===== config.mk =====
export PLATFORM = sky130hd
export DESIGN_NAME = wav_riff_header_parser_core
export DESIGN_NICKNAME = d
export VERILOG_FILES = /design/src/rtl/core/wavrh_pkg.sv /design/src/rtl/core/wavrh_front.sv /design/src/rtl/core/wavrh_queue.sv /design/src/rtl/core/wavrh_back.sv /design/src/rtl/core/wav_riff_header_parser_core.sv
export SDC_FILE = /design/constraint.sdc
export NUM_CORES = 1
export LEC_CHECK = 0
export BUFFER_PORTS_ARGS = -buffer_cell sky130_fd_sc_hd__clkbuf_2
export CORE_MARGIN = 3
export CORE_UTILIZATION = 45
export DETAILED_ROUTE_END_ITERATION = 6
export SETUP_SLACK_MARGIN = 0.15
export SLEW_MARGIN = 20
export SYNTH_ARGS = -nofsm -noshare
export SYNTH_HDL_FRONTEND = slang
export SYNTH_SLANG_ARGS = --single-unit

===== constraint.sdc =====
create_clock -name clock -period 8.9 [get_ports clock]
set_input_delay 0.445 -clock clock [delete_from_list [all_inputs] [get_ports clock]]
set_output_delay 0.445 -clock clock [all_outputs]
set_load 0.1 [all_outputs]

===== src/rtl/core/wavrh_pkg.sv =====
// Shared types, codes and constants for the WAV header parser core.
package wavrh_pkg;

   // Result kinds carried on tuser
   localparam logic [1:0] KIND_FORMAT  = 2'd0;
   localparam logic [1:0] KIND_PAYLOAD = 2'd1;
   localparam logic [1:0] KIND_ERROR   = 2'd2;

   // Error codes
   localparam logic [2:0] ERR_SHORT    = 3'd0;
   localparam logic [2:0] ERR_RIFF     = 3'd1;
   localparam logic [2:0] ERR_WAVE     = 3'd2;
   localparam logic [2:0] ERR_NO_FMT   = 3'd3;
   localparam logic [2:0] ERR_FORMAT   = 3'd4;
   localparam logic [2:0] ERR_CHANNELS = 3'd5;
   localparam logic [2:0] ERR_NO_DATA  = 3'd6;

   // Little-endian chunk ids as they sit in the shift register
   localparam logic [31:0] ID_RIFF = 32'h4646_4952;
   localparam logic [31:0] ID_WAVE = 32'h4556_4157;
   localparam logic [31:0] ID_FMT  = 32'h2074_6D66;
   localparam logic [31:0] ID_DATA = 32'h6174_6164;

   localparam logic [15:0] PCM_TAG  = 16'd1;
   localparam logic [31:0] FMT_MIN  = 32'd16;
   localparam logic [5:0]  MIN_FILE = 6'd44;

   localparam int QUEUE_DEPTH = 4;
   localparam int QUEUE_PTR_W = $clog2(QUEUE_DEPTH);
   localparam int QUEUE_CNT_W = $clog2(QUEUE_DEPTH + 1);

   // Result as classified by the front end (data length still raw)
   typedef struct packed {
      logic [1:0]  kind;
      logic [7:0]  data_byte;
      logic [1:0]  channels;
      logic [15:0] sample_bits;
      logic [31:0] sample_rate;
      logic [31:0] data_len;
      logic [2:0]  error_code;
      logic        truncated;
      logic        last;
   } wavrh_rec_type;

   // Result as delivered on the output channel
   typedef struct packed {
      logic [1:0]  kind;
      logic [7:0]  data_byte;
      logic [1:0]  channels;
      logic [15:0] sample_bits;
      logic [31:0] sample_rate;
      logic [31:0] frame_count;
      logic [2:0]  error_code;
      logic        truncated;
      logic        last;
   } wavrh_out_type;

endpackage


===== src/rtl/core/wavrh_front.sv =====
// Front end: walks the RIFF/WAVE byte stream and classifies its bytes into result records.
module wavrh_front import wavrh_pkg::*; (
   input  logic          clock,
   input  logic          reset,
   input  logic          accept,
   input  logic [7:0]    in_byte,
   input  logic          end_of_file,
   output logic          push,
   output wavrh_rec_type push_rec
);

   localparam logic [3:0] PH_RIFF  = 4'd0;
   localparam logic [3:0] PH_RLEN  = 4'd1;
   localparam logic [3:0] PH_WAVE  = 4'd2;
   localparam logic [3:0] PH_FHDR  = 4'd3;
   localparam logic [3:0] PH_FSKIP = 4'd4;
   localparam logic [3:0] PH_FBODY = 4'd5;
   localparam logic [3:0] PH_DHDR  = 4'd6;
   localparam logic [3:0] PH_DSKIP = 4'd7;
   localparam logic [3:0] PH_DATA  = 4'd8;

   logic [3:0]  phase_ff, phase_in;
   logic [3:0]  count_ff, count_in;
   logic [5:0]  total_ff, total_in;
   logic [31:0] shift_ff, shift_in;
   logic [31:0] remain_ff, remain_in;
   logic [15:0] chan_ff, chan_in;
   logic [15:0] tag_ff, tag_in;
   logic [31:0] rate_ff, rate_in;
   logic [15:0] bits_ff, bits_in;
   logic        finished_ff, finished_in;

   always_comb begin
      phase_in    = phase_ff;
      count_in    = count_ff;
      total_in    = total_ff;
      shift_in    = shift_ff;
      remain_in   = remain_ff;
      chan_in     = chan_ff;
      tag_in      = tag_ff;
      rate_in     = rate_ff;
      bits_in     = bits_ff;
      finished_in = finished_ff;
      push        = 1'b0;
      push_rec    = '0;

      if (accept) begin
         if (!finished_ff) begin
            total_in = (total_ff < MIN_FILE) ? total_ff + 6'd1 : total_ff;
            shift_in = {in_byte, shift_ff[31:8]};
            unique case (phase_ff)
               PH_RIFF, PH_RLEN, PH_WAVE: begin
                  if (count_ff < 4'd3) begin
                     count_in = count_ff + 4'd1;
                  end else begin
                     count_in = '0;
                     if (phase_ff == PH_RIFF) begin
                        if (shift_in != ID_RIFF) begin
                           push                = 1'b1;
                           push_rec.kind       = KIND_ERROR;
                           push_rec.error_code = ERR_RIFF;
                           push_rec.last       = 1'b1;
                           finished_in         = 1'b1;
                        end else begin
                           phase_in = PH_RLEN;
                        end
                     end else if (phase_ff == PH_RLEN) begin
                        phase_in = PH_WAVE;
                     end else if (shift_in != ID_WAVE) begin
                        push                = 1'b1;
                        push_rec.kind       = KIND_ERROR;
                        push_rec.error_code = ERR_WAVE;
                        push_rec.last       = 1'b1;
                        finished_in         = 1'b1;
                     end else begin
                        phase_in = PH_FHDR;
                     end
                  end
               end
               PH_FHDR, PH_DHDR: begin
                  // remain holds the chunk id until the length is complete
                  if (count_ff == 4'd3) remain_in = shift_in;
                  if (count_ff < 4'd7) begin
                     count_in = count_ff + 4'd1;
                  end else begin
                     count_in  = '0;
                     remain_in = shift_in;
                     if (phase_ff == PH_FHDR && remain_ff == ID_FMT) begin
                        if (shift_in < FMT_MIN) begin
                           push                = 1'b1;
                           push_rec.kind       = KIND_ERROR;
                           push_rec.error_code = ERR_FORMAT;
                           push_rec.last       = 1'b1;
                           finished_in         = 1'b1;
                        end else begin
                           phase_in = PH_FBODY;
                        end
                     end else if (phase_ff == PH_DHDR && remain_ff == ID_DATA) begin
                        push                 = 1'b1;
                        push_rec.kind        = KIND_FORMAT;
                        push_rec.channels    = chan_ff[1:0];
                        push_rec.sample_bits = bits_ff;
                        push_rec.sample_rate = rate_ff;
                        push_rec.data_len    = shift_in;
                        push_rec.last        = (shift_in == 32'd0);
                        if (shift_in == 32'd0) finished_in = 1'b1;
                        else phase_in = PH_DATA;
                     end else if (shift_in != 32'd0) begin
                        phase_in = (phase_ff == PH_FHDR) ? PH_FSKIP : PH_DSKIP;
                     end
                  end
               end
               PH_FSKIP, PH_DSKIP: begin
                  remain_in = remain_ff - 32'd1;
                  if (remain_in == 32'd0)
                     phase_in = (phase_ff == PH_FSKIP) ? PH_FHDR : PH_DHDR;
               end
               PH_FBODY: begin
                  remain_in = remain_ff - 32'd1;
                  if (count_ff == 4'd1) tag_in = shift_in[31:16];
                  else if (count_ff == 4'd3) chan_in = shift_in[31:16];
                  else if (count_ff == 4'd7) rate_in = shift_in;
                  else if (count_ff == 4'd15) bits_in = shift_in[31:16];
                  if (count_ff < 4'd15) begin
                     count_in = count_ff + 4'd1;
                  end else begin
                     count_in = '0;
                     if (chan_ff != 16'd1 && chan_ff != 16'd2) begin
                        push                = 1'b1;
                        push_rec.kind       = KIND_ERROR;
                        push_rec.error_code = ERR_CHANNELS;
                        push_rec.last       = 1'b1;
                        finished_in         = 1'b1;
                     end else if (tag_ff != PCM_TAG) begin
                        push                = 1'b1;
                        push_rec.kind       = KIND_ERROR;
                        push_rec.error_code = ERR_FORMAT;
                        push_rec.last       = 1'b1;
                        finished_in         = 1'b1;
                     end else begin
                        phase_in = (remain_in == 32'd0) ? PH_DHDR : PH_DSKIP;
                     end
                  end
               end
               PH_DATA: begin
                  remain_in          = remain_ff - 32'd1;
                  push               = 1'b1;
                  push_rec.kind      = KIND_PAYLOAD;
                  push_rec.data_byte = in_byte;
                  push_rec.last      = (remain_in == 32'd0);
                  if (remain_in == 32'd0) finished_in = 1'b1;
               end
               default: begin
               end
            endcase
         end

         if (end_of_file) begin
            if (!finished_ff) begin
               if (!push) begin
                  push          = 1'b1;
                  push_rec.kind = KIND_ERROR;
                  push_rec.last = 1'b1;
                  if (total_in < MIN_FILE) push_rec.error_code = ERR_SHORT;
                  else if (phase_in <= PH_FBODY) push_rec.error_code = ERR_NO_FMT;
                  else push_rec.error_code = ERR_NO_DATA;
               end else if (!push_rec.last) begin
                  push_rec.truncated = 1'b1;
                  push_rec.last      = 1'b1;
               end
            end
            // end of file returns the parser to its reset state
            phase_in    = PH_RIFF;
            count_in    = '0;
            total_in    = '0;
            shift_in    = '0;
            remain_in   = '0;
            chan_in     = '0;
            tag_in      = '0;
            rate_in     = '0;
            bits_in     = '0;
            finished_in = 1'b0;
         end
      end
   end

   always_ff @(posedge clock) begin
      if (reset) begin
         phase_ff    <= PH_RIFF;
         count_ff    <= '0;
         total_ff    <= '0;
         shift_ff    <= '0;
         remain_ff   <= '0;
         chan_ff     <= '0;
         tag_ff      <= '0;
         rate_ff     <= '0;
         bits_ff     <= '0;
         finished_ff <= 1'b0;
      end else begin
         phase_ff    <= phase_in;
         count_ff    <= count_in;
         total_ff    <= total_in;
         shift_ff    <= shift_in;
         remain_ff   <= remain_in;
         chan_ff     <= chan_in;
         tag_ff      <= tag_in;
         rate_ff     <= rate_in;
         bits_ff     <= bits_in;
         finished_ff <= finished_in;
      end
   end

   a_quiet_when_finished: assert property (@(posedge clock) disable iff (reset)
      (accept && finished_ff) |-> !push)
      else $error("result produced after the file was finished");

   a_eof_closes_file: assert property (@(posedge clock) disable iff (reset)
      (accept && end_of_file && !finished_ff) |-> (push && push_rec.last))
      else $error("end of file without a final result");

   a_eof_clears_state: assert property (@(posedge clock) disable iff (reset)
      (accept && end_of_file) |=> (phase_ff == PH_RIFF && !finished_ff && total_ff == 6'd0))
      else $error("parser not back in reset state after end of file");

endmodule


===== src/rtl/core/wavrh_queue.sv =====
// Short result queue between the parser front end and the output back end.
module wavrh_queue import wavrh_pkg::*; (
   input  logic          clock,
   input  logic          reset,
   input  logic          push,
   input  wavrh_rec_type push_rec,
   input  logic          pop,
   output wavrh_rec_type head_rec,
   output logic          empty,
   output logic          full
);

   wavrh_rec_type              entries_ff [QUEUE_DEPTH];
   logic [QUEUE_PTR_W-1:0]     wr_ptr_ff, wr_ptr_in;
   logic [QUEUE_PTR_W-1:0]     rd_ptr_ff, rd_ptr_in;
   logic [QUEUE_CNT_W-1:0]     count_ff, count_in;

   assign empty    = (count_ff == QUEUE_CNT_W'(0));
   assign full     = (count_ff == QUEUE_CNT_W'(QUEUE_DEPTH));
   assign head_rec = entries_ff[rd_ptr_ff];

   always_comb begin
      wr_ptr_in = push ? wr_ptr_ff + QUEUE_PTR_W'(1) : wr_ptr_ff;
      rd_ptr_in = pop ? rd_ptr_ff + QUEUE_PTR_W'(1) : rd_ptr_ff;
      count_in  = count_ff;
      if (push && !pop) count_in = count_ff + QUEUE_CNT_W'(1);
      else if (pop && !push) count_in = count_ff - QUEUE_CNT_W'(1);
   end

   always_ff @(posedge clock) begin
      if (push) entries_ff[wr_ptr_ff] <= push_rec;
   end

   always_ff @(posedge clock) begin
      if (reset) begin
         wr_ptr_ff <= '0;
         rd_ptr_ff <= '0;
         count_ff  <= '0;
      end else begin
         wr_ptr_ff <= wr_ptr_in;
         rd_ptr_ff <= rd_ptr_in;
         count_ff  <= count_in;
      end
   end

   a_no_overflow: assert property (@(posedge clock) disable iff (reset)
      push |-> (!full || pop))
      else $error("push into a full queue");

   a_no_underflow: assert property (@(posedge clock) disable iff (reset)
      pop |-> !empty)
      else $error("pop from an empty queue");

   a_count_tracks_ptrs: assert property (@(posedge clock) disable iff (reset)
      (count_ff != QUEUE_CNT_W'(0) && count_ff != QUEUE_CNT_W'(QUEUE_DEPTH))
         |-> (wr_ptr_ff != rd_ptr_ff))
      else $error("queue count disagrees with pointers");

endmodule


===== src/rtl/core/wavrh_back.sv =====
// Back end: takes records from the queue, derives the frame count and holds the output register.
module wavrh_back import wavrh_pkg::*; (
   input  logic          clock,
   input  logic          reset,
   input  wavrh_rec_type head_rec,
   input  logic          empty,
   output logic          pop,
   output logic          out_valid,
   input  logic          out_ready,
   output wavrh_out_type out_item
);

   logic          valid_ff, valid_in;
   wavrh_out_type item_ff, item_in;
   logic [1:0]    frame_shift;
   logic [31:0]   quotient;

   // Bytes per frame is 1, 2 or 4, so the divide is a shift
   always_comb begin
      frame_shift = {1'b0, head_rec.sample_bits == 16'd16} + {1'b0, head_rec.channels == 2'd2};
      quotient    = head_rec.data_len >> frame_shift;
   end

   assign pop = !empty && (!valid_ff || out_ready);

   always_comb begin
      valid_in = valid_ff;
      item_in  = item_ff;
      if (pop) begin
         valid_in             = 1'b1;
         item_in.kind         = head_rec.kind;
         item_in.data_byte    = head_rec.data_byte;
         item_in.channels     = head_rec.channels;
         item_in.sample_bits  = head_rec.sample_bits;
         item_in.sample_rate  = head_rec.sample_rate;
         item_in.error_code   = head_rec.error_code;
         item_in.truncated    = head_rec.truncated;
         item_in.last         = head_rec.last;
         item_in.frame_count  = (head_rec.kind != KIND_FORMAT || quotient == 32'd0) ?
                                32'd0 : quotient - 32'd1;
      end else if (out_ready) begin
         valid_in = 1'b0;
      end
   end

   always_ff @(posedge clock) begin
      if (reset) valid_ff <= 1'b0;
      else valid_ff <= valid_in;
   end

   always_ff @(posedge clock) begin
      item_ff <= item_in;
   end

   assign out_valid = valid_ff;
   assign out_item  = item_ff;

   a_kind_defined: assert property (@(posedge clock) disable iff (reset)
      valid_ff |-> (item_ff.kind == KIND_FORMAT || item_ff.kind == KIND_PAYLOAD ||
                    item_ff.kind == KIND_ERROR))
      else $error("undefined result kind");

   a_error_is_last: assert property (@(posedge clock) disable iff (reset)
      (valid_ff && item_ff.kind == KIND_ERROR) |-> item_ff.last)
      else $error("error result not marked last");

   a_frames_only_on_format: assert property (@(posedge clock) disable iff (reset)
      (valid_ff && item_ff.kind != KIND_FORMAT) |-> (item_ff.frame_count == 32'd0))
      else $error("frame count on a non-format result");

endmodule


===== src/rtl/core/wav_riff_header_parser_core.sv =====
// Each result passes through the result queue and then the output register to reach rsp.
// Throughput: one byte per cycle while the result queue is not full; every accepted byte
// feeds the front end, and the four-entry result queue decouples it from output stalls.
// Bytes that cause no result (header bytes, skipped chunks) put nothing on the output channel.
// Reset is synchronous and active high; it clears the parser, the queue and the output valid.
// An end-of-file byte also returns the parser to its reset state.
module wav_riff_header_parser_core import wavrh_pkg::*; (
   input  logic        clock,
   input  logic        reset,
   input  logic        req_tvalid,
   output logic        req_tready,
   input  logic [7:0]  req_tdata,   // [7:0] in_byte
   input  logic        req_tlast,   // end_of_file
   output logic        rsp_tvalid,
   input  logic        rsp_tready,
   // [7:0] data_byte, [9:8] channels, [25:10] sample_bits, [57:26] sample_rate,
   // [89:58] frame_count, [92:90] error_code, [93] truncated, [95:94] zero
   output logic [95:0] rsp_tdata,
   output logic [1:0]  rsp_tuser,   // [1:0] kind
   output logic        rsp_tlast    // last
);

   logic          accept;
   logic          push;
   wavrh_rec_type push_rec;
   wavrh_rec_type head_rec;
   logic          q_empty;
   logic          q_full;
   logic          pop;
   wavrh_out_type out_item;

   assign req_tready = !q_full;
   assign accept     = req_tvalid && req_tready;

   wavrh_front u_front (
      .clock       (clock),
      .reset       (reset),
      .accept      (accept),
      .in_byte     (req_tdata),
      .end_of_file (req_tlast),
      .push        (push),
      .push_rec    (push_rec)
   );

   wavrh_queue u_queue (
      .clock    (clock),
      .reset    (reset),
      .push     (push),
      .push_rec (push_rec),
      .pop      (pop),
      .head_rec (head_rec),
      .empty    (q_empty),
      .full     (q_full)
   );

   wavrh_back u_back (
      .clock     (clock),
      .reset     (reset),
      .head_rec  (head_rec),
      .empty     (q_empty),
      .pop       (pop),
      .out_valid (rsp_tvalid),
      .out_ready (rsp_tready),
      .out_item  (out_item)
   );

   assign rsp_tdata = {2'b00, out_item.truncated, out_item.error_code, out_item.frame_count,
                       out_item.sample_rate, out_item.sample_bits, out_item.channels,
                       out_item.data_byte};
   assign rsp_tuser = out_item.kind;
   assign rsp_tlast = out_item.last;

endmodule

* After elaboration in Yosys (flattened, before gate mapping)
Memories as Yosys holds them, arrays and structs flattened. A register that Yosys moved wholly into a read port is not among the register bits. Index checks and enable logic that the tools add are counted.
Cells by class: bitwise logic cells 0, shifts and indexed selects 1, reductions and logical operators 41, div/mod/pow operators 0, $lt $le $gt $ge 7, multiply operators 0, equality and inequality tests 27, multiplexer cells 142, add/sub/neg operators 9
Operator list (number):
- $mux 32 | 12
- $mux 16 | 16
- $mux 82 | 3
- $mux 97 | 1
- $logic_not 32->1 | 3
- $mux 95 | 1
- $mux 4 | 23
- $mux 85 | 1
- $ne 32x31->1 const B | 2
- $pmux 32 s2 | 1
- $sub 32x1->32 const B | 2
- $mux 3 | 14
- $mux 2 | 19
- $mux 1 | 37
- $eq 32x30->1 const B | 1
- $eq 32x31->1 const B | 1
- $lt 32x5->1 const B | 1
- $ne 16x1->1 const B | 2
- $reduce_bool 32->1 | 1
- $shr 32x2->32 | 1
- $mux 6 | 4
- $eq 4x3->1 const B | 5
- $eq 16x5->1 const B | 1
- $ne 16x2->1 const B | 1
- other kinds (42) | 74
Word-level totals: register bits 264, bits in read-only memories 0, memories 1, word-level logic and storage cells 251, bits of input ports 13, bits in writable memories 388, latch bits 0
Memories:
- u_queue.entries_ff | depth 4, bits a word 97, read ports 1, clocked after Yosys merged registers in 1, wr ports 1, RTL line wavrh_queue.sv:13 | wavrh_rec_type entries_ff [QUEUE_DEPTH];

* Longest topological paths before layout
Gate-level depths: netlist of run 1.
word-level depth 16, mapped depth 25, depth with buffers taken out 15

* Modules after synthesis
A second synthesis of run 1 with hierarchy kept.
Second synthesis, totals: cell total of the unflattened synthesis 2072, area total of the unflattened synthesis 28138.2 sq um
By module, submodules not included:
- wavrh_queue | seq. area each 11831.3 sq um, cells each 551, area an instance 14413.8 sq um, times used 1
- wavrh_front | seq. area each 3022.9 sq um, cells each 1141, area an instance 8634.5 sq um, times used 1
- wavrh_back | seq. area each 2932.8 sq um, cells each 375, area an instance 5061.1 sq um, times used 1
- wav_riff_header_parser_core | seq. area each 0.0 sq um, cells each 5, area an instance 28.8 sq um, times used 1

* Least setup slack after synthesis of run 1
Ideal clock, no wire load.
path type register to register, from register u_back.valid_ff, in the netlist u_back.out_valid, to register u_queue.count_ff[2], setup slack 1.923 ns, arrival 6.907 ns, path buffers 0, stages on the path, launching flop included 9, setup time 0.070 ns, period minus slack after synthesis 6.977 ns, cells stage by stage dfxtp_1 a21oi_1 inv_1 ha_1 inv_1 fa_1 xor2_1 or3_1 a21oi_1
Between the ends: word-level cells in the longest chain between the ends 6, elaborated cells between the ends (all ways) 8
RTL lines:
- start, declared | RTL line wavrh_back.sv:13 | logic valid_ff, valid_in;
- start signal, assigned | RTL line wavrh_back.sv:48 | else valid_ff <= valid_in;
- $logic_not 1->1 * | RTL line wavrh_back.sv:24 | assign pop = !empty && (!valid_ff || out_ready);
- $logic_or 1x1->1 * | RTL line wavrh_back.sv:24
- $logic_and 1x1->1 * | RTL line wavrh_back.sv:24
- net pop | RTL line wav_riff_header_parser_core.sv:29 | logic pop;
- $logic_not 1->1 | RTL line wavrh_queue.sv:26 | if (push && !pop) count_in = count_ff + QUEUE_CNT_W'(1);
- $logic_and 1x1->1 | RTL line wavrh_queue.sv:26
- $mux 3 or $reduce_bool 2->1 (tied branches)
- end signal, assigned | RTL line wavrh_queue.sv:42 | count_ff <= count_in;
- end, declared | RTL line wavrh_queue.sv:16 | logic [QUEUE_CNT_W-1:0] count_ff, count_in;
Mark *: on every way through the listed nets, which the timed path passes. The rest lies on a longest branch. A chain may end at the register's enable or synchronous reset.

==> impl_metrics.py, run 1 <==
metrics = {
    "setup_path": {
        "path_common_cell": "buf_4",
        "setup.worst_path.end_class": "flop",
        "crit_type": "reg2reg",
        "cp_slowest_cell": "dfxtp_4",
        "crit_chain": "buf_4, mux4_2, nor4_1, and4_1, ha_1, buf_4, inv_1, buf_4, mux2i_1, nor2_1, a21oi_1, ha_1, o21ai_1, or3_1, nor4_4, nand2_2, o21ai_2, buf_4, nor3_1",
        "crit_fanout": 32,
        "cp.required_ns": 9.25,
        "worstPathArrival_ns": 6.51,
        "start_kind": "flop",
        "slowest_delay_ns": 0.74,
    },
    "timing": {
        "layout_min_cycle_time_ns": 6.16,
        "tns_ns": 0,
        "relSlewSlack_pct": 25.6,
        "tightest_slew_ns": 1.11,
        "clock-skew-final_ns": 0.0230,
        "layout_worst_path_cycle_share_pct": 69.2,
        "rsz0062_at_grt": "false",
        "setup_viol": 0,
        "hold_viol_final": 0,
        "worst_slack_ns": 2.74,
        "drv_slew": 0,
        "fmax_mhz": 162,
    },
    "pwr": {
        "peakVddDrop_mv": 0.257,
        "p_per_area_nw_per_um2": 324,
        "p_leak_nw": 10.7,
    },
    "drt": {
        "drt_iter0_markers": 1582,
        "ant_nets": 0,
        "drtPass1Iterations": 7,
        "via_count": 17703,
        "viasPerCell": 5.73,
        "drc": 0,
        "drt_wl_total_um": 67500,
        "avgRoutedWirePerCell_um": 21.8,
    },
    "synthesis": {
        "synth-adder-area-share_pct": 0.654,
        "synth-edff-count": 485,
        "seq_area_frac_synth_pct": 63.7,
        "synth_warnings": 0,
        "post_synth_mux_area_share_pct": 10.8,
        "synth_cell_types": 81,
        "avgSynthCellArea_um2": 13.2,
        "synth_compound_area_share_pct": 7.61,
        "synth_seq_cells": 646,
        "syn-cell-area_um2": 27900,
        "synthFlopType": "edfxtp_1",
        "synth_top_family_by_area": "simple AND/OR/NAND/NOR gates",
        "synth_xor_xnor_area_share_pct": 1.29,
        "synth-simple-area-share_pct": 13.8,
        "syn_inst": 2115,
        "async_reset_ff_share_pct": 0,
    },
    "die": {
        "num_rows": 90,
        "core_area_um2": 60900,
        "start_util_pct": 45.8,
        "die_width_um": 255,
        "io_pins": 114,
        "die_h_um": 255,
        "die_area_um2": 65100,
    },
    "clock_tree": {
        "cts_root_buf": "clkbuf_16",
        "path_clk_slew_ns": 0.06,
        "cts.path.max_buffers": 3,
        "cts_max_level": 3,
        "cts_repair_resize_count": 0,
        "cts_made_buffers": 68,
        "post_cts_buffers": 0,
        "postCtsHoldBufs": 0,
        "cts_sinks": 646,
        "clock_latency_ns": 0.61,
        "cts_tree": "built",
    },
    "global_route": {
        "grt_first_pass_wirelength_um": 104000,
        "grt_use_total_pct": 20.8,
        "grt_pass1_vias": 17282,
        "overflow": 0,
        "grt_antenna_before_repair": 1,
        "grt_start_max_net_pins": 81,
    },
    "placement": {
        "gp_congestion": 0.896,
        "hpwl_um": 43400,
        "portBuffers": 111,
        "dp_slack_ns": 2.59,
    },
    "cells_and_area": {
        "drive_above_1_share_pct": 17.1,
        "multi_input_area_um2": 9650,
        "antennaDiodeCount": 0,
        "num-fill-cells": 5098,
        "syn_to_final_growth_pct": 13.1,
        "regArea_um2": 17800,
        "final_nets": 2234,
    },
    "flow_run": {
        "cap_viol_max_count": 0,
    },
    "outcome": {
        "status": "completed",
    },
    "worst_hold_path": {
        "min_from": "rsp_tready",
        "hold_class": "in2reg",
    },
}
-- layout by cell type (no fill, tap or decap), drive strengths merged, types with 7 or more instances in the layout --
| cell | netlist | final |
|---|---|---|
| mux4 | 96 | 96 |
| nand3 | 35 | 35 |
| mux2 | 9 | 9 |
| a22oi | 53 | 53 |
| and3 | 17 | 17 |
| ha | 13 | 13 |
| clkinv | 2 | 30 |
| a31oi | 9 | 9 |
| o31ai | 14 | 14 |
| clkbuf | 88 | 195 |
| nand4 | 18 | 18 |
| nor2b | 22 | 22 |
| o211ai | 9 | 9 |
| or3 | 16 | 16 |
| nor3 | 45 | 45 |
| a211oi | 11 | 11 |
| nand2 | 178 | 178 |
| nand2b | 9 | 9 |
| a21oi | 119 | 119 |
| dfxtp | 161 | 161 |
| buf | 30 | 29 |
| edfxtp | 485 | 485 |
| nand3b | 8 | 8 |
| nor4 | 42 | 42 |
| xor2 | 21 | 21 |
| mux2i | 74 | 74 |
| xnor2 | 20 | 20 |
| inv | 19 | 23 |
| and2 | 107 | 107 |
| a21o | 8 | 8 |
| nor2 | 220 | 220 |
| o21ai | 63 | 63 |
| or4 | 10 | 10 |
| bufinv | 0 | 8 |
| nor3b | 7 | 7 |
-- worst paths after layout --
| check | to | slack [ns] | depth (start not counted) |
|---|---|---|---|
| setup / recovery | u_back.out_item[22]$_SDFFCE_PP0P_ | 2.74 | 19 |
| hold / removal | u_back.out_valid$_SDFFE_PP0P_ | 0.18 | 4 |
| setup reg to reg | u_back.out_item[22]$_SDFFCE_PP0P_ | 2.74 | 19 |
| hold reg to reg | u_front.bits_ff[7]$_SDFFE_PP0P_ | 0.45 | 2 |
-- layout make-up --
cell class	count	share of cell area [%]
clock buffer	85	5.72
clock inverter	40	1.45
inverter	21	0.250
multi-input combinational	1331	30.5
sequential	646	56.3
tap	828	3.28
timing repair buffer	139	2.43
-- state kept, by name, indices dropped and copies added (netlist names), named ones only --
| signal | cells |
|---|---|
| u_front.finished_ff | 1 |
| u_queue.wr_ptr_ff | 2 |
| u_back.out_valid | 1 |
| u_front.chan_ff | 16 |
| u_front.phase_ff | 4 |
| u_front.count_ff | 4 |
| u_front.total_ff | 6 |
| u_front.bits_ff | 16 |
| u_front.rate_ff | 32 |
| u_front.tag_ff | 16 |
| u_queue.entries_ff | 388 |
| u_front.remain_ff | 32 |
| u_queue.count_ff | 3 |
| u_queue.rd_ptr_ff | 2 |
| u_front.shift_ff | 24 |
| u_back.out_item | 97 |
-- cell usage after synthesis, types with 22 or more instances --
cell type | n | share of area (%)
a21oi_1 | 119 | 2.1
a22oi_1 | 53 | 1.4
and2_1 | 106 | 2.4
clkbuf_1 | 88 | 1.2
dfxtp_1 | 161 | 12
edfxtp_1 | 485 | 52
mux2i_1 | 72 | 2.6
mux4_2 | 96 | 7.7
nand2_1 | 177 | 2.4
nand3_1 | 34 | 0.61
nor2_1 | 220 | 3.0
nor2b_1 | 22 | 0.49
nor3_1 | 45 | 0.81
nor4_1 | 35 | 0.78
o21ai_0 | 55 | 0.99
-- stage by stage --
stage          total power, W  hold slack (ns)  cell area [µm²]  instances  utilization, %
6_report               0.0102            0.183            31600       3090            51.9
5_1_grt                0.0107            0.204            31600       3090            51.9
4_1_cts                0.0104            0.157            31600       3090            51.8
3_5_place_dp          0.00749            0.445            29300       2965            48.1
3_3_place_gp          0.00748            0.442            29300       2965            48.1
2_1_floorplan         0.00686            0.432            27900       2116               -
-- layer usage --
metal / vias to the layer above / part of all wire (%) / track usage, %
met5: - / 0 / 0
met4: 0 / 3.6 / 8.58
met3: 122 / 4.7 / 2.67
met2: 508 / 46 / 32.7
met1: 8866 / 46 / 29.6
li1: 8207 / - / -
-- report_power, final --
| part | total (W) | switching (W) | internal (W) |
|---|---|---|---|
| combinational | 0.00352 | 0.00277 | 0.000754 |
| sequential | 0.00386 | 0.000177 | 0.00368 |
| clock | 0.00286 | 0.00117 | 0.00169 |
| total | 0.0102 | 0.00412 | 0.00613 |
-- cell families (layout without fill, tap and decap cells) --
kind of cell,Yosys count,after routing
compound gates,335,335
xor+xnor,41,41
fa+ha+maj,14,14
buf+inv,139,285
flops,646,646
mux,179,179
other cells,1,2
simple gates,760,760
-- worst max-delay path, delay by kind of cell (launching register included) --
family | cells | cell delay, ns
fa+ha+maj | 2 | 0.39
mux | 2 | 0.83
compound gates | 3 | 0.40
simple gates | 7 | 1.94
buf+inv | 5 | 1.55
flops | 1 | 0.74
No activity file was read; power rests on OpenSTA's default activity.
==> run 2: changes to the inputs <==
--- a/config.mk
+++ b/config.mk
@@ -5,6 +5,7 @@
 export SDC_FILE = /design/constraint.sdc
 export NUM_CORES = 1
 export LEC_CHECK = 0
+export ABC_AREA = 1
 export BUFFER_PORTS_ARGS = -buffer_cell sky130_fd_sc_hd__clkbuf_2
 export CORE_MARGIN = 3
 export CORE_UTILIZATION = 45
==> constraint.sdc (replaced) <==
create_clock -name clock -period 5.9 [get_ports clock]
set_input_delay 0.295 -clock clock [delete_from_list [all_inputs] [get_ports clock]]
set_output_delay 0.295 -clock clock [all_outputs]
set_load 0.1 [all_outputs]
==> run 2 against run 1 <==
Cell count up 27%. Synthesized cell count increased by 40%. Sequential power grew 54%. Flip-flop and latch count is the same. Power grew 62%. Non-clock buffer count grew 9. Critical path type unchanged.
==> impl_metrics.py, run 2 <==
metrics = {
    "setup_path": {
        "slowest_delay_ns": 0.65,
        "worstPathArrival_ns": 5.42,
        "crit_fanout": 48,
        "start_kind": "flop",
        "setup.worst_path.end_class": "flop",
        "crit_type": "reg2reg",
        "cp.required_ns": 6.25,
        "crit_chain": "inv_4, o21ai_0, o22ai_1, nor4_1, nand2_1, nor2_1, ha_1, inv_1, o21ai_1, o21ai_2, nand3_1, nor2_1, nand2_2, nor2_4, nand2_1, o21bai_2, buf_4, nor3_1",
        "cp_slowest_cell": "dfxtp_4",
    },
    "pwr": {
        "switching_share_pct": 43.8,
        "power_w": 0.0166,
        "seqPwrFrac_pct": 35.8,
        "switchingPower_w": 0.00725,
        "internal-power_w": 0.00932,
        "p_per_area_nw_per_um2": 519,
        "pwr-share-clk_pct": 25.3,
        "p_leak_nw": 11.1,
        "peakVddDrop_mv": 0.425,
        "pwr-share-comb_pct": 38.9,
    },
    "drt": {
        "drt_wl_total_um": 75300,
        "drtPass1Iterations": 6,
        "avgRoutedWirePerCell_um": 19.2,
        "drc": 0,
        "ant_nets": 0,
        "drt_iter0_markers": 1962,
        "viasPerCell": 5.43,
        "via_count": 21259,
    },
    "timing": {
        "relSlewSlack_pct": 37.0,
        "tightest_slew_ns": 0.944,
        "hold_viol_final": 0,
        "drv_slew": 0,
        "layout_worst_path_cycle_share_pct": 85.9,
        "rsz0062_at_grt": "false",
        "worst_slack_ns": 0.830,
        "setup_viol": 0,
        "fmax_mhz": 197,
        "layout_min_cycle_time_ns": 5.07,
        "clock-skew-final_ns": 0.0360,
    },
    "clock_tree": {
        "postCtsHoldBufs": 0,
        "cts_made_buffers": 68,
        "path_clk_slew_ns": 0.06,
        "cts_root_buf": "clkbuf_16",
        "cts.path.max_buffers": 3,
        "cts_tree": "built",
        "cts_repair_resize_count": 0,
        "clock_latency_ns": 0.62,
        "cts_max_level": 3,
        "cts_sinks": 646,
        "post_cts_buffers": 0,
    },
    "synthesis": {
        "yosysTopAreaCellShare_pct": 51.3,
        "avgSynthCellArea_um2": 9.62,
        "synthTopCellsByArea": "edfxtp_1 (51%), dfxtp_1 (11%), nand2_1 (7.2%), nor2_1 (5.3%), o21ai_0 (4.8%)",
        "post-synth-top-count-cell": "nand2_1",
        "async_reset_ff_share_pct": 0,
        "synth-edff-count": 485,
        "synth_cell_types": 49,
        "yosysTopAreaCell": "edfxtp_1",
        "syn-cell-area_um2": 28400,
        "synthFlopType": "edfxtp_1",
        "syn_inst": 2952,
        "synth_warnings": 0,
        "synth_seq_cells": 646,
        "synth_common_cells": "nand2_1 (543), edfxtp_1 (485), nor2_1 (402), o21ai_0 (271), inv_1 (202)",
        "seq_area_frac_synth_pct": 62.6,
    },
    "placement": {
        "dp_slack_ns": 0.784,
        "hpwl_um": 49600,
        "placed_cells_incl_taps": 3787,
        "gp_congestion": 0.927,
        "portBuffers": 111,
    },
    "die": {
        "die_area_um2": 66200,
        "die_width_um": 257,
        "core_area_um2": 62100,
        "die_h_um": 257,
        "start_util_pct": 45.8,
        "io_pins": 114,
        "num_rows": 91,
    },
    "cells_and_area": {
        "regMostFlops": "u_queue.entries_ff",
        "final_nets": 3047,
        "final_cell_mix": "nand2_1 (542), edfxtp_1 (485), nor2_1 (397)",
        "final_common_cell": "nand2_1",
        "num-fill-cells": 5594,
        "final_cells": 3912,
        "antennaDiodeCount": 0,
        "drive_above_1_share_pct": 9.79,
        "regArea_um2": 17800,
        "largest_register_ffs": 388,
        "multi_input_area_um2": 9220,
        "syn_to_final_growth_pct": 12.4,
    },
    "flow_run": {
        "cap_viol_max_count": 0,
    },
    "worst_hold_path": {
        "hold_class": "in2reg",
    },
    "global_route": {
        "grt_antenna_before_repair": 0,
        "grt_start_max_net_pins": 83,
        "grt_first_pass_wirelength_um": 116000,
        "grt_use_total_pct": 22.4,
        "grt_pass1_vias": 20009,
        "overflow": 0,
    },
    "outcome": {
        "status": "completed",
    },
}
==> run 2: changes by cell type after synthesis, moves of 96 or more <==
| cell | delta |
|---|---|
| nand2_1 | +366 |
| nand3_1 | +141 |
| inv_1 | +183 |
| nor2_1 | +182 |
| o21ai_0 | +216 |
| mux4_2 | -96 |
| and2_1 | -103 |
==> run 2: cell type report <==
cell class	instances	area share (%)
tap	837	3.28
timing repair buffer	148	2.65
inverter	211	2.50
clock inverter	27	0.819
clock buffer	98	6.15
multi-input combinational	1945	28.9
sequential	646	55.7
==> run 2: final timing paths <==
path | startpoint | end | slack [ns] | cells after the start
worst max register to register | flop | u_back.out_item[34]$_SDFFCE_PP0P_ | 0.83 | 18
worst min-delay path | rsp_tready | u_back.out_valid$_SDFFE_PP0P_ | 0.10 | 4
worst max-delay path | flop | u_back.out_item[34]$_SDFFCE_PP0P_ | 0.83 | 18
worst min register to register | u_front.bits_ff[13]$_SDFFE_PP0P_ | u_front.bits_ff[13]$_SDFFE_PP0P_ | 0.46 | 2
==> run 2: stage by stage <==
step	setup TNS [ns]	utilization [%]	hold WS [ns]	cell area, µm²
CTS	0	51.4	0.0874	31900
finish	0	51.4	0.102	31900
detailed placement	0	47.9	0.449	29700
global placement	0	47.9	0.433	29700
floorplan	-255.29	-	0.422	28400
global route	0	51.4	0.116	31900
==> run 2: cells by family (layout without fill, tap and decap cells) <==
logic type / count (synthesis) / in the layout / share of synthesized area (%)
fa+ha+maj: 14 / 14 / 0.643
compound gates: 594 / 594 / 11.1
simple gates: 1316 / 1316 / 19.8
xor+xnor: 17 / 17 / 0.524
flops: 646 / 646 / 62.6
buf+inv: 362 / 484 / 5.17
mux: 2 / 2 / 0.159
other cells: 1 / 2 / 0.0132
==> run 2: worst max-delay path: cells and delay by family (launching register included) <==
family,cells,cell delay (ns)
compound gates,5,1.27
fa+ha+maj,1,0.27
buf+inv,3,1.14
flops,1,0.65
simple gates,9,1.44
==> run 2: metal layers <==
| layer | part of all wire [%] | GRT usage (%) | wire length [µm] | vias up |
|---|---|---|---|---|
| li1 | - | - | - | 10340 |
| met2 | 46 | 35.8 | 34600 | 650 |
| met3 | 6.6 | 4.11 | 4950 | 107 |
| met1 | 45 | 31.4 | 34100 | 10162 |
| met4 | 2.2 | 6.17 | 1630 | 0 |
| met5 | 0 | 0 | 0 | - |
==> run 2: power by group through the flow <==
| stage | clock, W | sequential (W) | combinational (W) |
|---|---|---|---|
| floorplan | 0 | 0.00849 | 0.00276 |
| global placement | 0 | 0.00602 | 0.00643 |
| detailed placement | 0 | 0.00604 | 0.00645 |
| CTS | 0.00428 | 0.00595 | 0.00647 |
| global route | 0.00446 | 0.00601 | 0.00696 |
| finish | 0.00419 | 0.00594 | 0.00644 |
==> run 3: changes to the inputs <==
--- a/config.mk
+++ b/config.mk
@@ -10,6 +10,7 @@
 export CORE_MARGIN = 3
 export CORE_UTILIZATION = 45
 export DETAILED_ROUTE_END_ITERATION = 6
+export RECOVER_POWER = 50
 export SETUP_SLACK_MARGIN = 0.15
 export SLEW_MARGIN = 20
 export SYNTH_ARGS = -nofsm -noshare
==> run 3 against run 2 <==
Register-to-register slack worse by 0.12 ns. Hold slack worse by 0.019 ns. First-iteration DRC count down 5.4%. Sequential power about the same. Cell count unchanged. Setup slack worse by 0.12 ns. Critical path type unchanged. Global-route usage unchanged. Via count up 0.21%. The flow now finishes with violations (capacitance limit, slew limit). Critical path depth down 1.
==> impl_metrics.py, run 3 (synthesis gave the netlist of run 2 again) <==
metrics = {
    "worst_hold_path": {
        "min_from": "rsp_tready",
        "hold_class": "in2reg",
    },
    "drt": {
        "avgRoutedWirePerCell_um": 19.3,
        "drtPass1Iterations": 5,
        "ant_nets": 0,
        "drc": 0,
        "via_count": 21304,
        "drt_wl_total_um": 75600,
        "drt_iter0_markers": 1856,
        "viasPerCell": 5.45,
    },
    "timing": {
        "setup_viol": 0,
        "rsz0062_at_grt": "false",
        "layout_min_cycle_time_ns": 5.19,
        "layout_worst_path_cycle_share_pct": 87.9,
        "relSlewSlack_pct": -159,
        "clock-skew-final_ns": 0.0342,
        "fmax_mhz": 193,
        "drv_slew": 305,
        "tightest_slew_ns": 3.89,
        "hold_viol_final": 0,
    },
    "setup_path": {
        "start_kind": "flop",
        "worstPathArrival_ns": 5.53,
        "setup.worst_path.end_class": "flop",
        "crit_type": "reg2reg",
        "crit_fanout": 46,
        "cp.required_ns": 6.24,
    },
    "clock_tree": {
        "cts_root_buf": "clkbuf_16",
        "post_cts_buffers": 0,
        "cts_sinks": 646,
        "cts.path.max_buffers": 3,
        "cts_max_level": 3,
        "postCtsHoldBufs": 0,
        "cts_made_buffers": 68,
        "cts_tree": "built",
        "clock_latency_ns": 0.62,
        "cts_repair_resize_count": 0,
        "path_clk_slew_ns": 0.06,
    },
    "die": {
        "die_h_um": 257,
        "die_area_um2": 66200,
        "start_util_pct": 45.8,
        "num_rows": 91,
        "io_pins": 114,
        "core_area_um2": 62100,
        "die_width_um": 257,
    },
    "cells_and_area": {
        "regMostFlops": "u_queue.entries_ff",
        "syn_to_final_growth_pct": 11.7,
        "final_common_cell": "nand2_1",
        "num-fill-cells": 5666,
        "stdcell_area_um2": 31700,
        "final_core_utilization_pct": 51.2,
        "antennaDiodeCount": 0,
        "drive_above_1_share_pct": 6.15,
        "final_nets": 3047,
        "final_cell_mix": "nand2_1 (543), edfxtp_1 (485), nor2_1 (397)",
        "largest_register_ffs": 388,
    },
    "pwr": {
        "p_per_area_nw_per_um2": 519,
        "peakVddDrop_mv": 0.402,
        "power_w": 0.0165,
        "p_leak_nw": 10.7,
    },
    "placement": {
        "post_dp_cell_area_um2": 29700,
        "portBuffers": 111,
        "hpwl_um": 49600,
        "gp_congestion": 0.927,
    },
    "outcome": {
        "status": "complete, but fails checks",
        "failed_checks": "capacitance limit, slew limit",
    },
    "global_route": {
        "grt_use_total_pct": 22.4,
        "grt_pass1_vias": 20009,
        "overflow": 0,
        "grt_start_max_net_pins": 83,
        "grt_antenna_before_repair": 0,
        "grt_first_pass_wirelength_um": 116000,
    },
    "flow_run": {
        "cap_viol_max_count": 5,
    },
}
-- run 3: changes by cell type in the layout (fill, tap and decap cells not counted), sizes merged --
cell / previous run / this run
buf: 37 / 26
clkbuf: 209 / 220
-- run 3: worst max-delay path: stages (launching register included) --
cell and delay [ns]:
dfxtp_1 0.47, inv_1 0.55, buf_4 0.55, o21ai_0 0.17
o22ai_1 0.19, a21oi_1 0.10, ha_1 0.33, inv_1 0.52
o21ai_1 0.20, o21ai_2 0.24, nand3_1 0.10, nor2_1 0.17
nand2_2 0.12, nor2_4 0.14, nand2_1 0.12, o21bai_2 0.50
buf_4 0.33, nor3_1 0.09
-- run 3: power breakdown --
group,internal (W),switching (W)
registers,0.00571,0.000241
clock network,0.00243,0.00176
logic,0.00110,0.00525
total,0.00924,0.00725
-- run 3: cell type report --
| class | count | area (µm²) | area share [%] |
|---|---|---|---|
| clock inverters | 27 | 262 | 0.824 |
| flip-flops and latches | 646 | 17800 | 56.0 |
| inverters | 211 | 797 | 2.51 |
| well taps | 837 | 1050 | 3.30 |
| multi-input cells | 1945 | 9200 | 29.0 |
| repair buffers | 148 | 683 | 2.15 |
| clock buffers | 98 | 1960 | 6.18 |
-- run 3: path summary, 6_finish.rpt --
kind                                            end  slack (ns)  cells after the start
hold / removal        u_back.out_valid$_SDFFE_PP0P_        0.08                      4
setup reg to reg  u_back.out_item[34]$_SDFFCE_PP0P_        0.71                     17
setup / recovery  u_back.out_item[34]$_SDFFCE_PP0P_        0.71                     17
hold reg to reg    u_front.bits_ff[13]$_SDFFE_PP0P_        0.46                      2
-- run 3: through the flow --
stage / TNS, ns / worst slack (ns) / instances / hold WS (ns)
2_1_floorplan: -255.29 / -0.658 / 2953 / 0.422
4_1_cts: 0 / 0.793 / 3912 / 0.0874
6_report: 0 / 0.715 / 3912 / 0.0838
3_3_place_gp: 0 / 0.882 / 3787 / 0.433
3_5_place_dp: 0 / 0.784 / 3787 / 0.449
5_1_grt: 0 / 0.163 / 3912 / 0.0987
-- run 3: per-layer routing --
metal / vias up / routed length [µm] / part of all wire, % / global-route usage [%]
met4: 0 / 1610 / 2.1 / 6.17
met1: 10186 / 33900 / 45 / 31.4
met3: 108 / 5060 / 6.7 / 4.11
met2: 683 / 35000 / 46 / 35.8
met5: - / 0 / 0 / 0
li1: 10327 / - / - / -
